==> src/hw/rtl/rwem_pkg.sv <==
// ----------------------------------------------------------------------------
// rwem_pkg
// Shared types and constants of the rolling window error metrics block.
// ----------------------------------------------------------------------------
`timescale 1ns / 1ps
`default_nettype none

package rwem_pkg;

  localparam int unsigned IN_SAMPLE_W = 16;
  localparam int unsigned VFLOOR_W    = 16;
  localparam int unsigned MET_W       = 16;
  localparam int unsigned R2_W        = 18;
  localparam int unsigned R2_FRAC     = 14;
  localparam int unsigned COUNT_W     = 5;
  localparam int unsigned STATUS_W    = 3;

  localparam int R2_ONE  = 16384;
  localparam int R2_MIN  = -131072;
  localparam int R2_QSAT = 147456;

  localparam logic OP_SAMPLE = 1'b0;
  localparam logic OP_CLEAR  = 1'b1;

  localparam logic REG_STRICT = 1'b0;
  localparam logic REG_VFLOOR = 1'b1;

  localparam logic [STATUS_W-1:0] STAT_NONE     = 3'd0;
  localparam logic [STATUS_W-1:0] STAT_ERR_ONLY = 3'd1;
  localparam logic [STATUS_W-1:0] STAT_TEMP_R2  = 3'd2;
  localparam logic [STATUS_W-1:0] STAT_HUM_R2   = 3'd3;
  localparam logic [STATUS_W-1:0] STAT_ALL      = 3'd4;

  typedef struct packed {
    logic clear;
    logic add;
    logic sub;
  } upd_cmd_t;

  typedef struct packed {
    logic [MET_W-1:0]       mae;
    logic [MET_W-1:0]       rmse;
    logic signed [R2_W-1:0] r2;
    logic                   r2_ok;
  } lane_res_t;

  typedef struct packed {
    logic [STATUS_W-1:0]    status;
    logic [MET_W-1:0]       mae_temp;
    logic [MET_W-1:0]       rmse_temp;
    logic signed [R2_W-1:0] r2_temp;
    logic [MET_W-1:0]       mae_hum;
    logic [MET_W-1:0]       rmse_hum;
    logic signed [R2_W-1:0] r2_hum;
    logic [MET_W-1:0]       mae_both;
    logic [MET_W-1:0]       rmse_both;
    logic signed [R2_W-1:0] r2_both;
  } out_res_t;

endpackage

`default_nettype wire

==> src/hw/rtl/rwem_div.sv <==
// ----------------------------------------------------------------------------
// rwem_div
// Restoring radix-2 unsigned divider, one quotient bit per cycle.
// ----------------------------------------------------------------------------
`timescale 1ns / 1ps
`default_nettype none

module rwem_div #(
  parameter int unsigned NUM_W = 8,
  parameter int unsigned DEN_W = 8
) (
  input  wire logic             clk_i,
  input  wire logic             rst_ni,
  input  wire logic             start_i,
  input  wire logic [NUM_W-1:0] num_i,
  input  wire logic [DEN_W-1:0] den_i,
  output logic                  busy_o,
  output logic [NUM_W-1:0]      quo_o,
  output logic [DEN_W-1:0]      rem_o
);

  localparam int unsigned CNT_W = $clog2(NUM_W + 1);

  logic             busy_q;
  logic [CNT_W-1:0] cnt_q;
  logic [NUM_W-1:0] quo_q;
  logic [DEN_W-1:0] rem_q;
  logic [DEN_W-1:0] den_q;
  logic [DEN_W:0]   trial;
  logic [DEN_W:0]   diff;
  logic             fits;

  assign trial = {rem_q, quo_q[NUM_W-1]};
  assign diff  = trial - {1'b0, den_q};
  assign fits  = trial >= {1'b0, den_q};

  always_ff @(posedge clk_i or negedge rst_ni) begin
    if (!rst_ni) begin
      busy_q <= 1'b0;
      cnt_q  <= '0;
    end else if (start_i) begin
      busy_q <= 1'b1;
      cnt_q  <= CNT_W'(NUM_W);
    end else if (busy_q) begin
      cnt_q <= cnt_q - CNT_W'(1);
      if (cnt_q == CNT_W'(1)) begin
        busy_q <= 1'b0;
      end
    end
  end

  always_ff @(posedge clk_i) begin
    if (start_i) begin
      quo_q <= num_i;
      rem_q <= '0;
      den_q <= den_i;
    end else if (busy_q) begin
      quo_q <= {quo_q[NUM_W-2:0], fits};
      rem_q <= fits ? DEN_W'(diff) : DEN_W'(trial);
    end
  end

  assign busy_o = busy_q;
  assign quo_o  = quo_q;
  assign rem_o  = rem_q;

endmodule

`default_nettype wire

==> src/hw/rtl/rwem_isqrt.sv <==
// ----------------------------------------------------------------------------
// rwem_isqrt
// Digit-by-digit integer square root, two radicand bits per cycle.
// ----------------------------------------------------------------------------
`timescale 1ns / 1ps
`default_nettype none

module rwem_isqrt #(
  parameter int unsigned WIDTH = 8
) (
  input  wire logic                   clk_i,
  input  wire logic                   rst_ni,
  input  wire logic                   start_i,
  input  wire logic [WIDTH-1:0]       x_i,
  output logic                        busy_o,
  output logic [(WIDTH+1)/2-1:0]      root_o
);

  localparam int unsigned PW    = WIDTH + (WIDTH % 2);
  localparam int unsigned RTW   = PW / 2;
  localparam int unsigned RW    = RTW + 2;
  localparam int unsigned CNT_W = $clog2(RTW + 1);

  logic             busy_q;
  logic [CNT_W-1:0] cnt_q;
  logic [PW-1:0]    x_q;
  logic [RW-1:0]    rem_q;
  logic [RTW-1:0]   root_q;
  logic [RW+1:0]    cur;
  logic [RW+1:0]    trial;
  logic             fits;

  assign cur   = {rem_q, x_q[PW-1:PW-2]};
  assign trial = (RW + 2)'({root_q, 2'b01});
  assign fits  = cur >= trial;

  always_ff @(posedge clk_i or negedge rst_ni) begin
    if (!rst_ni) begin
      busy_q <= 1'b0;
      cnt_q  <= '0;
    end else if (start_i) begin
      busy_q <= 1'b1;
      cnt_q  <= CNT_W'(RTW);
    end else if (busy_q) begin
      cnt_q <= cnt_q - CNT_W'(1);
      if (cnt_q == CNT_W'(1)) begin
        busy_q <= 1'b0;
      end
    end
  end

  always_ff @(posedge clk_i) begin
    if (start_i) begin
      x_q    <= PW'(x_i);
      rem_q  <= '0;
      root_q <= '0;
    end else if (busy_q) begin
      x_q    <= {x_q[PW-3:0], 2'b00};
      rem_q  <= fits ? RW'(cur - trial) : RW'(cur);
      root_q <= {root_q[RTW-2:0], fits};
    end
  end

  assign busy_o = busy_q;
  assign root_o = root_q;

endmodule

`default_nettype wire

==> src/hw/rtl/rwem_merge.sv <==
// ----------------------------------------------------------------------------
// rwem_merge
// Combines both lanes: joint MAE and RMSE, mean R2 and the status code.
// ----------------------------------------------------------------------------
`timescale 1ns / 1ps
`default_nettype none

module rwem_merge #(
  parameter int unsigned SAMPLE_BITS = 16,
  parameter int unsigned WINDOW      = 24
) (
  input  wire logic                                      clk_i,
  input  wire logic                                      rst_ni,
  input  wire logic                                      start_i,
  input  wire logic [$clog2(WINDOW+1)-1:0]               n_i,
  input  wire logic                                      strict_i,
  input  wire logic [SAMPLE_BITS+1+$clog2(WINDOW+1)-1:0] sabs_t_i,
  input  wire logic [SAMPLE_BITS+1+$clog2(WINDOW+1)-1:0] sabs_h_i,
  input  wire logic [2*SAMPLE_BITS+2+$clog2(WINDOW+1)-1:0] ssq_t_i,
  input  wire logic [2*SAMPLE_BITS+2+$clog2(WINDOW+1)-1:0] ssq_h_i,
  input  wire rwem_pkg::lane_res_t                       res_t_i,
  input  wire rwem_pkg::lane_res_t                       res_h_i,
  output logic                                           busy_o,
  output rwem_pkg::out_res_t                             res_o
);

  localparam int unsigned CW   = $clog2(WINDOW + 1);
  localparam int unsigned SABW = SAMPLE_BITS + 1 + CW;
  localparam int unsigned SQW  = 2 * SAMPLE_BITS + 2 + CW;
  localparam int unsigned RTW  = (SQW + 2) / 2;

  typedef enum logic {M_IDLE, M_WAIT} merge_state_e;

  merge_state_e state_q;
  logic         sq_go_q;
  logic         sq_go;

  logic [SABW:0]  sabs_sum;
  logic [SQW:0]   ssq_sum;
  logic [CW:0]    den2;
  logic           abs_busy, sq_div_busy, sq_busy;
  logic [SABW:0]  abs_quo;
  logic [CW:0]    abs_rem;
  logic [SQW:0]   sq_quo;
  logic [CW:0]    sq_rem;
  logic [RTW-1:0] root;

  logic              none;
  logic [63:0]       mae_ext, rmse_ext;
  logic signed [18:0] r2_sum;

  assign sabs_sum = sabs_t_i + sabs_h_i;
  assign ssq_sum  = ssq_t_i + ssq_h_i;
  assign den2     = {n_i, 1'b0};
  assign sq_go    = (state_q == M_WAIT) && !sq_div_busy && !sq_go_q;

  always_ff @(posedge clk_i or negedge rst_ni) begin
    if (!rst_ni) begin
      state_q <= M_IDLE;
      sq_go_q <= 1'b0;
    end else begin
      case (state_q)
        M_IDLE: begin
          if (start_i) begin
            state_q <= M_WAIT;
          end
        end
        M_WAIT: begin
          if (sq_go) begin
            sq_go_q <= 1'b1;
          end else if (sq_go_q && !sq_busy && !abs_busy) begin
            sq_go_q <= 1'b0;
            state_q <= M_IDLE;
          end
        end
        default: state_q <= M_IDLE;
      endcase
    end
  end

  rwem_div #(.NUM_W(SABW + 1), .DEN_W(CW + 1)) u_abs_div (
    .clk_i, .rst_ni, .start_i(start_i), .num_i(sabs_sum), .den_i(den2),
    .busy_o(abs_busy), .quo_o(abs_quo), .rem_o(abs_rem)
  );

  rwem_div #(.NUM_W(SQW + 1), .DEN_W(CW + 1)) u_sq_div (
    .clk_i, .rst_ni, .start_i(start_i), .num_i(ssq_sum), .den_i(den2),
    .busy_o(sq_div_busy), .quo_o(sq_quo), .rem_o(sq_rem)
  );

  rwem_isqrt #(.WIDTH(SQW + 1)) u_sqrt (
    .clk_i, .rst_ni, .start_i(sq_go), .x_i(sq_quo),
    .busy_o(sq_busy), .root_o(root)
  );

  logic unused_rem;
  assign unused_rem = ^{abs_rem, sq_rem};

  always_comb begin
    none     = (n_i == '0) || (strict_i && (n_i < CW'(WINDOW)));
    mae_ext  = 64'(abs_quo);
    rmse_ext = 64'(root);
    r2_sum   = 19'(res_t_i.r2) + 19'(res_h_i.r2);
    res_o    = '0;
    if (!none) begin
      res_o.mae_temp  = res_t_i.mae;
      res_o.rmse_temp = res_t_i.rmse;
      res_o.r2_temp   = res_t_i.r2;
      res_o.mae_hum   = res_h_i.mae;
      res_o.rmse_hum  = res_h_i.rmse;
      res_o.r2_hum    = res_h_i.r2;
      res_o.mae_both  = (mae_ext > 64'd65535) ? 16'hFFFF : mae_ext[15:0];
      res_o.rmse_both = (rmse_ext > 64'd65535) ? 16'hFFFF : rmse_ext[15:0];
      if (res_t_i.r2_ok && res_h_i.r2_ok) begin
        res_o.status  = rwem_pkg::STAT_ALL;
        res_o.r2_both = rwem_pkg::R2_W'(r2_sum >>> 1);
      end else if (res_t_i.r2_ok) begin
        res_o.status = rwem_pkg::STAT_TEMP_R2;
      end else if (res_h_i.r2_ok) begin
        res_o.status = rwem_pkg::STAT_HUM_R2;
      end else begin
        res_o.status = rwem_pkg::STAT_ERR_ONLY;
      end
    end
  end

  assign busy_o = (state_q != M_IDLE);

endmodule

`default_nettype wire

==> config.mk <==
export PLATFORM = sky130hd
export DESIGN_NAME = rwem_merge
export DESIGN_NICKNAME = d
export VERILOG_FILES = /design/src/hw/rtl/rwem_pkg.sv /design/src/hw/rtl/rwem_div.sv /design/src/hw/rtl/rwem_isqrt.sv /design/src/hw/rtl/rwem_merge.sv
export SDC_FILE = /design/constraint.sdc
export NUM_CORES = 1
export LEC_CHECK = 0
export ABC_AREA = 0
export ABC_CLOCK_PERIOD_IN_PS = 4500
export BUFFER_PORTS_ARGS = -buffer_cell sky130_fd_sc_hd__buf_2
export CORE_MARGIN = 2
export CORE_UTILIZATION = 45
export CTS_BUF_LIST = sky130_fd_sc_hd__clkbuf_2 sky130_fd_sc_hd__clkbuf_4 sky130_fd_sc_hd__clkbuf_8
export DETAILED_ROUTE_END_ITERATION = 7
export HOLD_SLACK_MARGIN = 0.08
export PLACE_DENSITY = 0.68
export SETUP_SLACK_MARGIN = 0.3
export SYNTH_ARGS = -nofsm -noshare
export SYNTH_HDL_FRONTEND = slang
export SYNTH_HIERARCHICAL = 1
export SYNTH_SLANG_ARGS = --single-unit
==> constraint.sdc <==
create_clock -name clk_i -period 4.5 [get_ports clk_i]
set_clock_uncertainty 0.1 [all_clocks]
set_input_delay 0 -clock clk_i [delete_from_list [all_inputs] [get_ports clk_i]]
set_output_delay 0 -clock clk_i [all_outputs]
set_load 0.02 [all_outputs]
==> flow_summary_export.csv <==
group,metric,value,unit
die,dieWidth,184,µm
cts,cts.sinks,190,
yosys,ys_warn_count,6,
pwr,switching_share,39.2,%
yosys,synth_seq_cells,190,
placement,dpl.hpwl,30800,µm
grt,grt_antenna_before_repair,3,
placement,portBuffers,386,
cells_and_area,fin_util,55.5,%
drt,drt_iter0_markers,833,
timing,finalCriticalPeriod,3.68,ns
die,coreArea,32300,µm²
setup_path,arrival,3.81,ns
cts,cts_buffer_depth,2,
cts,cts_resized,0,
yosys,yosysTopAreaCellShare,23.6,%
pwr,ir_drop,0.282,mV
placement,pre_cts_ws,1.38,ns
yosys,synthTopCellsByCount,"ha_1, edfxtp_1, nor2_1, and2_1, mux2_2",
yosys,synth.distinct_cells,73,
timing,post-route-period-util,81.8,%
cells_and_area,synthToLayoutAreaGrowth,22.5,%
grt,grt_overflow,0,
die,num_rows,66,
yosys,synth_area_per_cell,9.47,µm²
timing,max_slew_margin,31.2,%
placement,routabilityCongestion,0.939,
pwr,internal_power,4.58,mW
yosys,async_reset_ff_share,11.1,%
setup_path,crit_fanout,3,
grt,grt.total_usage,23.0,%
cells_and_area,num-fill-cells,2929,
yosys,synth_top_area_cell,"edfxtp_1",
pwr,total_power,7.54,mW
cts,cts_buffers,17,
timing,finalMaxSlewViolations,0,
setup_path,path_class,"input port to flip-flop",
timing,setup_ws,0.817,ns
yosys,syn_inst,1546,
placement,placed_cell_area,16900,µm²
yosys,synth_enable_flop_cells,115,
setup_path,required,4.62,ns
die,die-height,184,µm
yosys,netlist_area,14600,µm²
setup_path,worstSetupEndpointType,"flip-flop",
cts,path_clk_slew,0.11,ns
worst_hold_path,hold_path.class,"input port to flip-flop",
setup_path,startpoint_type,"input port",
pwr,seq_power_share,34.5,%
timing,setup_tns,0,ns
pwr,powerDensity,420,nW/µm²
drt,wl_per_cell,16.8,µm
pwr,p_sw,2.95,mW
cts,cts_root_buf,"clkbuf_8",
timing,rsz0062_at_grt,"false",
cells_and_area,finalInstanceArea,17900,µm²
yosys,synthFlopType,"edfxtp_1",
pwr,clkPwrFrac,16.7,%
drt,ant_nets,0,
outcome,status,"finished clean",
drt,via_per_inst,5.41,
yosys,synth.most_common_cell,"ha_1",
cts,clkLatencyLatePin,0.47,ns
timing,final_hold_viol_count,0,
timing,setup_viol,0,
flow_run,max_cap_violations,0,
timing,fmax,272,MHz
grt,grt_max_degree,71,
drt,drt-total-wl,40400,µm
cells_and_area,drive_above_1_share,28.0,%
timing,worst_slew_pin_slew,1.03,ns
yosys,ys_top_cells_by_area,"edfxtp_1, ha_1, mux2_2",
die,initial_core_util,45.3,%
yosys,synth-seq-area-share,34.6,%
die,fp.dieArea,34000,µm²
cells_and_area,final_nets,2309,
pwr,power.leakage,8.05,nW
drt,first_pass_iters,5,
drt,drc,0,
die,io_pins,387,
cts,htreeDepth,4,
cts,cts_tree,"yes",
grt,grt_pass1_vias,12200,
pwr,p_comb_share,48.8,%
grt,grt_first_pass_wirelength,63200,µm
drt,route.vias.total,13000,
==> cell type report <==
type                    instances  area (µm²)  area share, %
inverters                      74         278           1.55
clock inverters                15         205           1.14
multi-input cells            1216        9040           50.4
clock buffers                  17         234           1.30
diodes                          2        5.00         0.0279
flip-flops and latches        190        5060           28.2
well taps                     442         553           3.08
repair buffers                451        2560           14.3
==> state kept, by name, indices dropped and copies added, names as in the netlist, 5 cells and up <==
register	cells
u_sqrt/root_o	20
u_abs_div/quo_o	23
u_sqrt/rem_q	22
u_sq_div/quo_o	40
u_sq_div/den_q	6
u_abs_div/den_q	6
u_sq_div/cnt_q	6
u_sq_div/rem_o	6
u_abs_div/cnt_q	5
u_sqrt/cnt_q	5
u_abs_div/rem_o	6
u_sqrt/x_q	40
==> through the flow <==
| step | cells | hold WS (ns) |
|---|---|---|
| global placement | 2317 | -0.116 |
| floorplan | 1547 | -0.396 |
| finish | 2407 | 0.116 |
| detailed placement | 2317 | -0.116 |
| CTS | 2405 | 0.0804 |
| global route | 2405 | 0.127 |
==> cells in the final DEF, fill, tap and decap left out, drive strengths merged, types with 8 or more instances in the layout <==
cell type and count:
nand2b 24, buf 395, clkbuf 17, dlygate4sd3 56
nor2 115, and3 10, dfrtp 21, o21ai 68
or3 8, xnor2 67, ha 121, nor3 22
edfxtp 115, xor2 32, o311ai 9, nor2b 15
a31oi 15, o21a 48, mux2 103, a21oi 100
mux2i 37, o21bai 14, a211oi 27, a21o 50
dfxtp 54, inv 81, nand4 13, o211ai 10
nor3b 9, and2 111, nand3 36, nand2 70
==> logic make-up (layout without fill, tap and decap cells) <==
group	after synthesis	count (layout)	share of synthesized area [%]
multiplexers	140	140	10.5
flip-flops	190	190	34.6
adder cells (fa/ha/maj)	126	126	11.0
AND/OR/NAND/NOR	455	455	16.2
XOR/XNOR	99	99	5.92
AO/OA/AOI/OAI	394	394	18.0
other	1	4	0.0256
buffers and inverters	141	557	3.85
==> critical path: stages <==
cell and delay, ns:
dlygate4sd3_1 0.54, buf_2 0.12, ha_1 0.20, fa_1 0.43, a211oi_2 0.24, o211a_1 0.20, o21ai_1 0.10, o41a_1 0.39
a211o_1 0.29, a21oi_2 0.20, o21ai_0 0.11, a21o_1 0.18, dlygate4sd3_1 0.54, mux2_2 0.26
==> routing by layer <==
layer	vias up	routed length (µm)	global-route usage (%)
met1	6141	19700	34.3
met4	2	384	4.51
met3	25	2620	4.07
met5	-	8	0
met2	419	17700	34.9
li1	6423	-	-
==> worst paths after layout <==
kind	end	depth (start not counted)	slack (ns)	startpoint
worst max-delay path	u_abs_div/quo_o[22]	14	0.82	sabs_h_i[0]
worst min-delay path	u_sq_div/quo_o[11]	4	0.12	ssq_h_i[11]
worst max register to register	u_sqrt/rem_q[9]	9	1.35	u_sqrt/root_o[5]
worst min register to register	u_sqrt/rem_q[0]	2	0.40	u_sqrt/rem_q[0]
max in group asynchronous	u_sqrt/busy_o	3	3.01	rst_ni
min in group asynchronous	u_sq_div/cnt_q[2]	3	0.66	rst_ni
==> power by group through the flow <==
stage          logic, mW  clock network (mW)  registers [mW]
2_1_floorplan       2.87                   0            2.52
3_3_place_gp        3.52                   0            2.63
3_5_place_dp        3.58                   0            2.64
4_1_cts             3.65                1.30            2.60
5_1_grt             4.07                1.36            2.66
6_report            3.68                1.26            2.60
==> repair_timing <==
item	CTS	global route
endpoints found under the hold margin	77	0
hold buffers	56	0
buffers inserted	0	0
No activity file was read; power rests on OpenSTA's default activity.
