File: src/hw/rtl/rwem_ram.sv
// ----------------------------------------------------------------------------
// rwem_ram
// Generic single write port, single read port RAM with registered read.
// ----------------------------------------------------------------------------
`timescale 1ns / 1ps
`default_nettype none

module rwem_ram #(
  parameter int unsigned WIDTH = 8,
  parameter int unsigned DEPTH = 24
) (
  input  wire logic                     clk_i,
  input  wire logic                     we_i,
  input  wire logic [$clog2(DEPTH)-1:0] waddr_i,
  input  wire logic [WIDTH-1:0]         wdata_i,
  input  wire logic                     re_i,
  input  wire logic [$clog2(DEPTH)-1:0] raddr_i,
  output logic [WIDTH-1:0]              rdata_o
);

  logic [WIDTH-1:0] mem_q [DEPTH];

  always_ff @(posedge clk_i) begin
    if (we_i) begin
      mem_q[waddr_i] <= wdata_i;
    end
    if (re_i) begin
      rdata_o <= mem_q[raddr_i];
    end
  end

endmodule

`default_nettype wire

File: config.mk
export PLATFORM = sky130hd
export DESIGN_NAME = rwem_ram
export DESIGN_NICKNAME = d
export VERILOG_FILES = /design/src/hw/rtl/rwem_ram.sv
export SDC_FILE = /design/constraint.sdc
export NUM_CORES = 1
export LEC_CHECK = 0
export BUFFER_PORTS_ARGS = -buffer_cell sky130_fd_sc_hd__buf_2
export CAP_MARGIN = 20
export CORE_UTILIZATION = 55
export CTS_CLUSTER_SIZE = 16
export DETAILED_ROUTE_END_ITERATION = 10
export GPL_ROUTABILITY_DRIVEN = 0
export PLACE_DENSITY = 0.84
export SYNTH_ARGS = -nofsm -noshare
export SYNTH_HDL_FRONTEND = slang
export SYNTH_SLANG_ARGS = --single-unit
File: constraint.sdc
create_clock -name clk_i -period 1.8 [get_ports clk_i]
set_input_delay 0.54 -clock clk_i [delete_from_list [all_inputs] [get_ports clk_i]]
set_output_delay 0.54 -clock clk_i [all_outputs]
set_load 0.005 [all_outputs]
==> flow_summary.json, run 1 <==
{
  "status": "finished, final reports clean",
  "worstHoldStart": "re_i",
  "die_area_um2": 14700,
  "max_slew_margin_pct": 65.3,
  "nets": 484,
  "period_share_pct": 97.9,
  "hold_viol": 0,
  "final_common_cell": "edfxtp_1",
  "die_w_um": 121,
  "crit_chain": "buf_2 -> buf_12 -> mux4_2 -> o211ai_1 -> o311ai_1",
  "grt_pass1_vias": 4031,
  "die_h_um": 121,
  "placedCellCount": 624,
  "detail_route.drc_violations": 0,
  "r2r-end": "rdata_o[5]",
  "antenna_found_initial": 0,
  "syn-instance-count": 383,
  "num-fill-cells": 865,
  "fin_cells": 654,
  "reg2reg_depth": 3,
  "pin_count": 29,
  "ff2ff_setup_slack_ns": 0.19,
  "syn_nets": 404,
  "final-max-slew-violation-count": 0,
  "path_max_fanout": 12,
  "cts_max_level": 4,
  "dp_hpwl_mm": 10.9,
  "postSynthAreaPerCell_um2": 20.4,
  "final-setup-viol-count": 0,
  "cts_hold_buf": 0,
  "critPathLaunchType": "input port",
  "syn_area_um2": 7800,
  "rsz0062_at_grt": "no",
  "clkTransAtPathRegs_ns": 0.07,
  "synthDistinctLibCells": 23,
  "vdd_drop_max_mv": 0.759,
  "grt_pass1_wl_mm": 24.7,
  "synth_seq_cells": 200,
  "final_util_pct": 65.3,
  "clk_path_buf_depth": 2,
  "holdWs_ns": 0.484,
  "dpl_cell_area_um2": 8490,
  "avgRoutedWirePerCell_um": 25.8,
  "layout_common_cells": "edfxtp_1 (200), buf_4 (48), mux2i_1 (36)",
  "rows": 43,
  "cp-end-kind": "register",
  "maxCapViolations": 0,
  "drt_iter0_markers": 534,
  "max_freq_ghz": 0.567,
  "critPathKind": "input port to register",
  "start_util_pct": 56.2,
  "hold_end": "rdata_o[2]",
  "overflow": 0,
  "grt_usage_pct": 24.8,
  "worst_ep_arrival_time_ns": 1.92,
  "io_buffers": 28,
  "skew_ns": 0.00698,
  "n_antenna_cell": 0,
  "max_stage_delay_ns": 0.53,
  "power_density_nw_per_um2": 1030,
  "synthToLayoutAreaGrowth_pct": 16.1,
  "vias_per_cell": 6.27,
  "cts.sinks": 200,
  "crit_slowest_cell": "mux4_2",
  "drtAntennaViolNets": 0,
  "totalWireLength_mm": 16.9,
  "firstDrtPassIters": 5,
  "cp.required_ns": 1.95,
  "cts_tree": "done",
  "grt_start_max_net_pins": 25,
  "cts_made_buffers": 17,
  "clock-root-buffer": "clkbuf_16",
  "synth_warnings": 0,
  "core_um2": 13900,
  "p_leak_nw": 3.06,
  "synth-seq-area-share_pct": 77.0,
  "clk_latency_ns": 0.43,
  "design_area_um2": 9060,
  "hold_path_class": "input port to register",
  "tightestPinTransition_ns": 0.520,
  "hold_depth": 1,
  "r2r-start": "mem_q[21][5]",
  "num_vias": 4100,
  "drive_gt1_share_pct": 30.4,
  "min_period_ns": 1.76
}
==> power breakdown <==
group	internal [mW]	switching, mW	total [mW]	leakage [nW]
clock	2.01	1.53	3.53	0.260
combinational	0.238	0.325	0.563	0.989
sequential	5.20	0.0233	5.22	1.81
total	7.44	1.87	9.32	3.06
==> routing by layer <==
metal,GRT usage [%],wire length (µm),up-vias
li1,-,-,1734
met2,39.5,8460,257
met3,7.38,1520,38
met4,9.03,406,0
met1,32.4,6490,2071
met5,0,0,-
==> final cells by class <==
type	instances	area [µm²]	share of cell area [%]
clock inverters	11	109	1.20
multi-input cells	161	1660	18.4
clock buffers	19	433	4.78
well taps	180	225	2.49
repair buffers	83	623	6.88
flip-flops and latches	200	6010	66.3
==> metrics by stage <==
stage	total power [mW]	TNS [ns]	setup WS, ns
2_1_floorplan	5.60	-4.97	-0.104
3_3_place_gp	5.84	-6.87	-0.500
3_5_place_dp	5.86	-9.01	-0.526
4_1_cts	9.34	0	0.0354
5_1_grt	9.58	0	0.00352
6_report	9.32	0	0.0377
==> what timing repair did <==
action / in CTS / in global routing
buffers inserted: 0 / 0
setup endpoints to repair: 3 / 4
resized for setup: 2 / 4
==> synthesized netlist by cell type, drive strengths merged <==
master,number,area (µm²)
nor2b,2,12.5
a2bb2oi,8,70.1
nand3b,4,30.0
nand3,9,45.0
o311ai,8,70.1
o211ai,8,60.1
or3,1,6.26
nor2,26,97.6
mux4,32,721
edfxtp,200,6010
and2b,1,7.51
mux2i,40,400
or3b,2,17.5
clkbuf,5,22.5
buf,17,124
nand2,10,37.5
and2,2,12.5
a22oi,8,60.1
==> cell families (layout without fill, tap and decap cells) <==
logic type,count (synthesis),in the layout,share of synthesized area [%]
simple gates,57,57,3.42
buf+inv,22,113,1.88
flops,200,200,77.0
mux,72,72,14.4
compound gates,32,32,3.34
==> registers in the layout (all words and copies together) (netlist names) <==
register and count:
mem_q 192, rdata_o 8
==> how the worst max path moves through the flow <==
stage	startpoint	endpoint	cells past startpoint
2_1_floorplan	waddr_i[1]	mem_q[0][0]	3
3_3_place_gp	raddr_i[0]	rdata_o[4]	5
3_5_place_dp	raddr_i[0]	rdata_o[4]	5
4_1_cts	raddr_i[0]	rdata_o[2]	6
5_1_grt	raddr_i[0]	rdata_o[0]	5
6_report	raddr_i[0]	rdata_o[5]	5
==> critical path, delay by kind of cell <==
family	cells	cell delay (ns)
multiplexers	1	0.53
AO/OA/AOI/OAI	2	0.47
buffers and inverters	2	0.38
No activity file was read; power rests on OpenSTA's default activity.
==> run 2, diff against run 1 <==
--- a/config.mk
+++ b/config.mk
@@ -7,11 +7,11 @@
 export LEC_CHECK = 0
 export BUFFER_PORTS_ARGS = -buffer_cell sky130_fd_sc_hd__buf_2
 export CAP_MARGIN = 20
-export CORE_UTILIZATION = 55
+export CORE_UTILIZATION = 53
 export CTS_CLUSTER_SIZE = 16
 export DETAILED_ROUTE_END_ITERATION = 10
 export GPL_ROUTABILITY_DRIVEN = 0
-export PLACE_DENSITY = 0.84
+export PLACE_DENSITY = 0.82
 export SYNTH_ARGS = -nofsm -noshare
 export SYNTH_HDL_FRONTEND = slang
 export SYNTH_SLANG_ARGS = --single-unit
==> run 2 against run 1 <==
Effect of this change:
- final area fell by 0.15%
- hold slack worse by 0.018 ns
- sequential share of layout area increased by 0.10 points
- critical path depth rose by 1
- critical path type unchanged
==> flow_summary.json, run 2 (synthesized netlist as in run 1, its figures left out) <==
{
  "status": "finished, final reports clean",
  "cp-startpoint": "raddr_i[0]",
  "drt_iter0_markers": 576,
  "vdd_drop_max_mv": 0.697,
  "pwr-share-clk_pct": 39.5,
  "clock-root-buffer": "clkbuf_16",
  "io_buffers": 28,
  "cp.required_ns": 1.97,
  "seqCellArea_um2": 6010,
  "core_um2": 14100,
  "swShare_pct": 20.2,
  "largest_reg_flops": 192,
  "final_common_cell": "edfxtp_1",
  "pin_count": 29,
  "route.met3.wl_mm": 1.32,
  "cp-end-kind": "register",
  "cts_max_level": 4,
  "drtAntennaViolNets": 0,
  "vias_per_cell": 6.24,
  "r2r-start": "mem_q[7][4]",
  "maxCapViolations": 0,
  "combPwrFrac_pct": 5.7,
  "path_max_fanout": 11,
  "hold_viol": 0,
  "dp_hpwl_mm": 9.95,
  "num-fill-cells": 897,
  "firstDrtPassIters": 5,
  "cts_made_buffers": 17,
  "antenna_found_initial": 0,
  "min_period_ns": 1.72,
  "skew_ns": 0.00586,
  "synthToLayoutAreaGrowth_pct": 16.0,
  "max_slew_margin_pct": 55.0,
  "grt_pass1_wl_mm": 24.7,
  "detail_route.drc_violations": 0,
  "totalWireLength_mm": 16.2,
  "final-setup-viol-count": 0,
  "start_util_pct": 55.3,
  "die_w_um": 123,
  "worst_ep_arrival_time_ns": 1.89,
  "critPathLaunchType": "input port",
  "die_h_um": 123,
  "multiInputGateArea_um2": 1650,
  "grt_usage_pct": 23.8,
  "clk_path_buf_depth": 2,
  "overflow": 0,
  "placedCellCount": 620,
  "fin_cells": 652,
  "largestRegisters": "mem_q x192, rdata_o x8",
  "rows": 43,
  "nets": 480,
  "p_int_mw": 7.60,
  "dpl_cell_area_um2": 8450,
  "layout_common_cells": "edfxtp_1 (200), buf_4 (46), mux2i_1 (40)",
  "cts.sinks": 200,
  "worstHoldStart": "re_i",
  "top_register": "mem_q",
  "period_share_pct": 95.8,
  "highest-signal-layer": "met4",
  "grt_pass1_vias": 4267,
  "power_density_nw_per_um2": 1050,
  "p_seq_share_pct": 54.7,
  "switchingPower_mw": 1.93,
  "cts_tree": "done",
  "rsz0062_at_grt": "no",
  "cts_hold_buf": 0,
  "dr_wl_met2_mm": 8.17,
  "die_area_um2": 15200,
  "post_cts_buffers": 0,
  "critPathKind": "input port to register",
  "n_antenna_cell": 0,
  "grt_start_max_net_pins": 25,
  "num_vias": 4070,
  "m1WireLength_mm": 6.26,
  "power_mw": 9.53,
  "tightestPinTransition_ns": 0.673,
  "p_leak_nw": 3.06,
  "hold_path_class": "input port to register",
  "design_area_um2": 9040,
  "max_freq_ghz": 0.580,
  "clk_latency_ns": 0.43,
  "drive_gt1_share_pct": 29.7,
  "final_util_pct": 64.2,
  "clkTransAtPathRegs_ns": 0.07,
  "final-max-slew-violation-count": 0,
  "avgRoutedWirePerCell_um": 24.9
}
-- run 2: cell count changes in the layout (fill, tap and decap cells not counted), moves of 2 or more --
cell | previous run | this run
mux2i_2 | 4 | 0
buf_4 | 48 | 46
inv_6 | 0 | 2
clkinv_1 | 5 | 3
mux2i_1 | 36 | 40
buf_6 | 2 | 0
-- run 2: metrics by stage --
step / hold WS (ns) / setup WS (ns) / setup TNS, ns
detailed placement: 0.727 / -0.471 / -6.75
global route: 0.463 / 0.00656 / 0
floorplan: 0.639 / -0.104 / -4.97
CTS: 0.454 / 0.0534 / 0
global placement: 0.703 / -0.353 / -4.11
finish: 0.467 / 0.0756 / 0
-- run 2: final timing paths --
| check | depth (start not counted) | end | slack [ns] |
|---|---|---|---|
| setup / recovery | 6 | rdata_o[4] | 0.08 |
| hold / removal | 1 | rdata_o[0] | 0.47 |
| setup reg to reg | 4 | rdata_o[4] | 0.22 |
| hold reg to reg | 4 | rdata_o[5] | 0.73 |
-- run 2: area by class of cell --
class,instances,area share (%)
sequential,200,66.4
multi-input combinational,161,18.2
clock inverter,13,1.69
clock buffer,19,4.79
timing repair buffer,79,6.42
tap,180,2.49
-- run 2: power by group through the flow --
stage	clock [mW]	combinational, mW	sequential, mW
2_1_floorplan	0	0.288	5.31
3_3_place_gp	0	0.516	5.31
3_5_place_dp	0	0.538	5.32
4_1_cts	3.80	0.547	5.22
5_1_grt	3.96	0.583	5.22
6_report	3.77	0.547	5.22
-- run 2: timing repair --
item,4_1_cts,5_1_grt
resized for setup,1,1
endpoints found under the setup margin,2,2
hold endpoints to repair,0,0
-- run 2: metal layers --
| layer | vias to the layer above | global-route usage (%) |
|---|---|---|
| met1 | 2070 | 30.8 |
| met4 | 0 | 10.0 |
| met5 | - | 0 |
| li1 | 1729 | - |
| met2 | 234 | 38.8 |
| met3 | 37 | 5.86 |
-- run 2: worst max-delay path, cell delays in order --
cell and delay [ns]:
buf_2 0.17, buf_12 0.18, mux4_2 0.54, mux2i_1 0.21, buf_4 0.16, o311ai_1 0.08
==> run 3, diff against run 2 <==
--- a/config.mk
+++ b/config.mk
@@ -7,11 +7,11 @@
 export LEC_CHECK = 0
 export BUFFER_PORTS_ARGS = -buffer_cell sky130_fd_sc_hd__buf_2
 export CAP_MARGIN = 20
-export CORE_UTILIZATION = 53
+export CORE_UTILIZATION = 50
 export CTS_CLUSTER_SIZE = 16
 export DETAILED_ROUTE_END_ITERATION = 10
 export GPL_ROUTABILITY_DRIVEN = 0
-export PLACE_DENSITY = 0.82
+export PLACE_DENSITY = 0.78
 export SYNTH_ARGS = -nofsm -noshare
 export SYNTH_HDL_FRONTEND = slang
 export SYNTH_SLANG_ARGS = --single-unit
==> run 3 against run 2 <==
Effect of this change:
- clock skew up 0.0034 ns
- flip-flop and latch count stayed put
- utilization down 4.7 points
- combinational power fell by 3%
- global-route usage fell by 3.1 points
==> flow_summary.json, run 3 (synthesized netlist as in run 1, its figures left out) <==
{
  "skew_ns": 0.00930,
  "p_leak_nw": 3.06,
  "vias_per_cell": 5.86,
  "power_mw": 9.29,
  "combPwrFrac_pct": 5.7,
  "drt_iter0_markers": 395,
  "status": "finished, final reports clean",
  "largest_reg_flops": 192,
  "highest-signal-layer": "met4",
  "rsz0062_at_grt": "no",
  "die_area_um2": 16100,
  "grt_pass1_vias": 4048,
  "cts.sinks": 200,
  "hold_path_class": "input port to register",
  "avgRoutedWirePerCell_um": 23.2,
  "p_int_mw": 7.45,
  "die_w_um": 127,
  "final-max-slew-violation-count": 0,
  "switchingPower_mw": 1.85,
  "clk_path_buf_depth": 2,
  "drtAntennaViolNets": 0,
  "path_max_fanout": 12,
  "cts_hold_buf": 0,
  "holdWs_ns": 0.473,
  "setup_ws_ns": 0.0821,
  "pwr-share-clk_pct": 38.1,
  "grt_usage_pct": 20.7,
  "io_buffers": 28,
  "num_vias": 3881,
  "layout_common_cells": "edfxtp_1 (200), buf_4 (48), mux2i_1 (39)",
  "firstDrtPassIters": 4,
  "hold_viol": 0,
  "route.met3.wl_um": 863,
  "m1WireLength_mm": 6.59,
  "p_seq_share_pct": 56.2,
  "final_common_cell": "edfxtp_1",
  "antenna_found_initial": 0,
  "start_util_pct": 51.3,
  "die_h_um": 127,
  "dp_hpwl_mm": 10.0,
  "cp.required_ns": 1.96,
  "cts_made_buffers": 17,
  "top_register": "mem_q",
  "power_density_nw_per_um2": 1030,
  "largestRegisters": "mem_q x192, rdata_o x8",
  "clk_latency_ns": 0.43,
  "maxCapViolations": 0,
  "tightestPinTransition_ns": 0.626,
  "min_period_ns": 1.72,
  "drive_gt1_share_pct": 29.5,
  "clock-root-buffer": "clkbuf_16",
  "detail_route.drc_violations": 0,
  "pre_cts_slack_ns": -0.393,
  "cp-end-kind": "register",
  "critPathLaunchType": "input port",
  "n_antenna_cell": 0,
  "synthToLayoutAreaGrowth_pct": 15.9,
  "clkTransAtPathRegs_ns": 0.07,
  "pin_count": 29,
  "grt_pass1_wl_mm": 23.6,
  "rows": 45,
  "max_slew_margin_pct": 58.2,
  "period_share_pct": 95.4,
  "overflow": 0,
  "swShare_pct": 19.9,
  "vdd_drop_max_mv": 0.673,
  "max_freq_ghz": 0.582,
  "totalWireLength_mm": 15.3,
  "critPathKind": "input port to register",
  "cts_max_level": 4,
  "cts_tree": "done",
  "core_um2": 15200,
  "nets": 482,
  "worst_ep_arrival_time_ns": 1.87,
  "final-setup-viol-count": 0,
  "grt_start_max_net_pins": 25,
  "dr_wl_met2_mm": 7.61
}
==> run 3: cell types whose count changed in the layout (fill, tap and decap cells not counted) <==
cell        before  now
clkbuf_1         2    4
mux2i_1         40   39
buf_4           46   48
clkinvlp_4       2    1
clkinv_2         2    3
clkinv_1         3    4
buf_8            1    0
buf_12           4    5
mux2i_2          0    1
inv_6            2    0
bufinv_16        3    2
==> run 3: per-stage QoR <==
stage          utilization [%]  area (µm²)  std cells  setup TNS [ns]
2_1_floorplan                -        7810        383           -4.97
3_3_place_gp              55.8        8490        630           -4.77
3_5_place_dp              55.8        8490        630           -5.84
4_1_cts                   59.4        9040        662               0
5_1_grt                   59.5        9040        662               0
6_report                  59.5        9040        662               0
==> run 3: path summary, 6_finish.rpt <==
path           startpoint          to  slack [ns]  cells past startpoint
min                  re_i  rdata_o[5]        0.47                      1
min reg2reg  mem_q[10][5]  rdata_o[5]        0.76                      4
max            raddr_i[0]  rdata_o[1]        0.08                      6
max reg2reg  mem_q[13][1]  rdata_o[1]        0.22                      4
==> run 3: critical path, stage by stage <==
cell and delay, ns:
buf_2 0.16, buf_12 0.18, mux4_2 0.53, a2bb2oi_1 0.16
nand3_1 0.17, o311ai_1 0.13
==> run 3: power by group through the flow <==
| stage | registers (mW) | logic, mW | clock network (mW) |
|---|---|---|---|
| floorplan | 5.31 | 0.288 | 0 |
| global placement | 5.31 | 0.518 | 0 |
| detailed placement | 5.32 | 0.531 | 0 |
| CTS | 5.22 | 0.535 | 3.60 |
| global route | 5.22 | 0.571 | 3.79 |
| finish | 5.22 | 0.530 | 3.54 |
==> run 3: area by class of cell <==
| cell class | count | area, µm² |
|---|---|---|
| Clock buffer | 21 | 440 |
| Clock inverter | 11 | 106 |
| Fill cell | 1076 | 6160 |
| Multi-Input combinational cell | 161 | 1650 |
| Sequential cell | 200 | 6010 |
| Tap cell | 188 | 235 |
| Timing Repair Buffer | 81 | 601 |
==> run 3: repair_timing <==
item | CTS | global route
setup buffers | 0 | 0
endpoints found under the setup margin | 0 | 1
resized for setup | 0 | 1
==> run 3: per-layer routing <==
| layer | track usage [%] | up-vias |
|---|---|---|
| met5 | 0 | - |
| met4 | 6.93 | 0 |
| met3 | 4.77 | 21 |
| met2 | 33.0 | 128 |
| met1 | 28.4 | 2002 |
| li1 | - | 1730 |
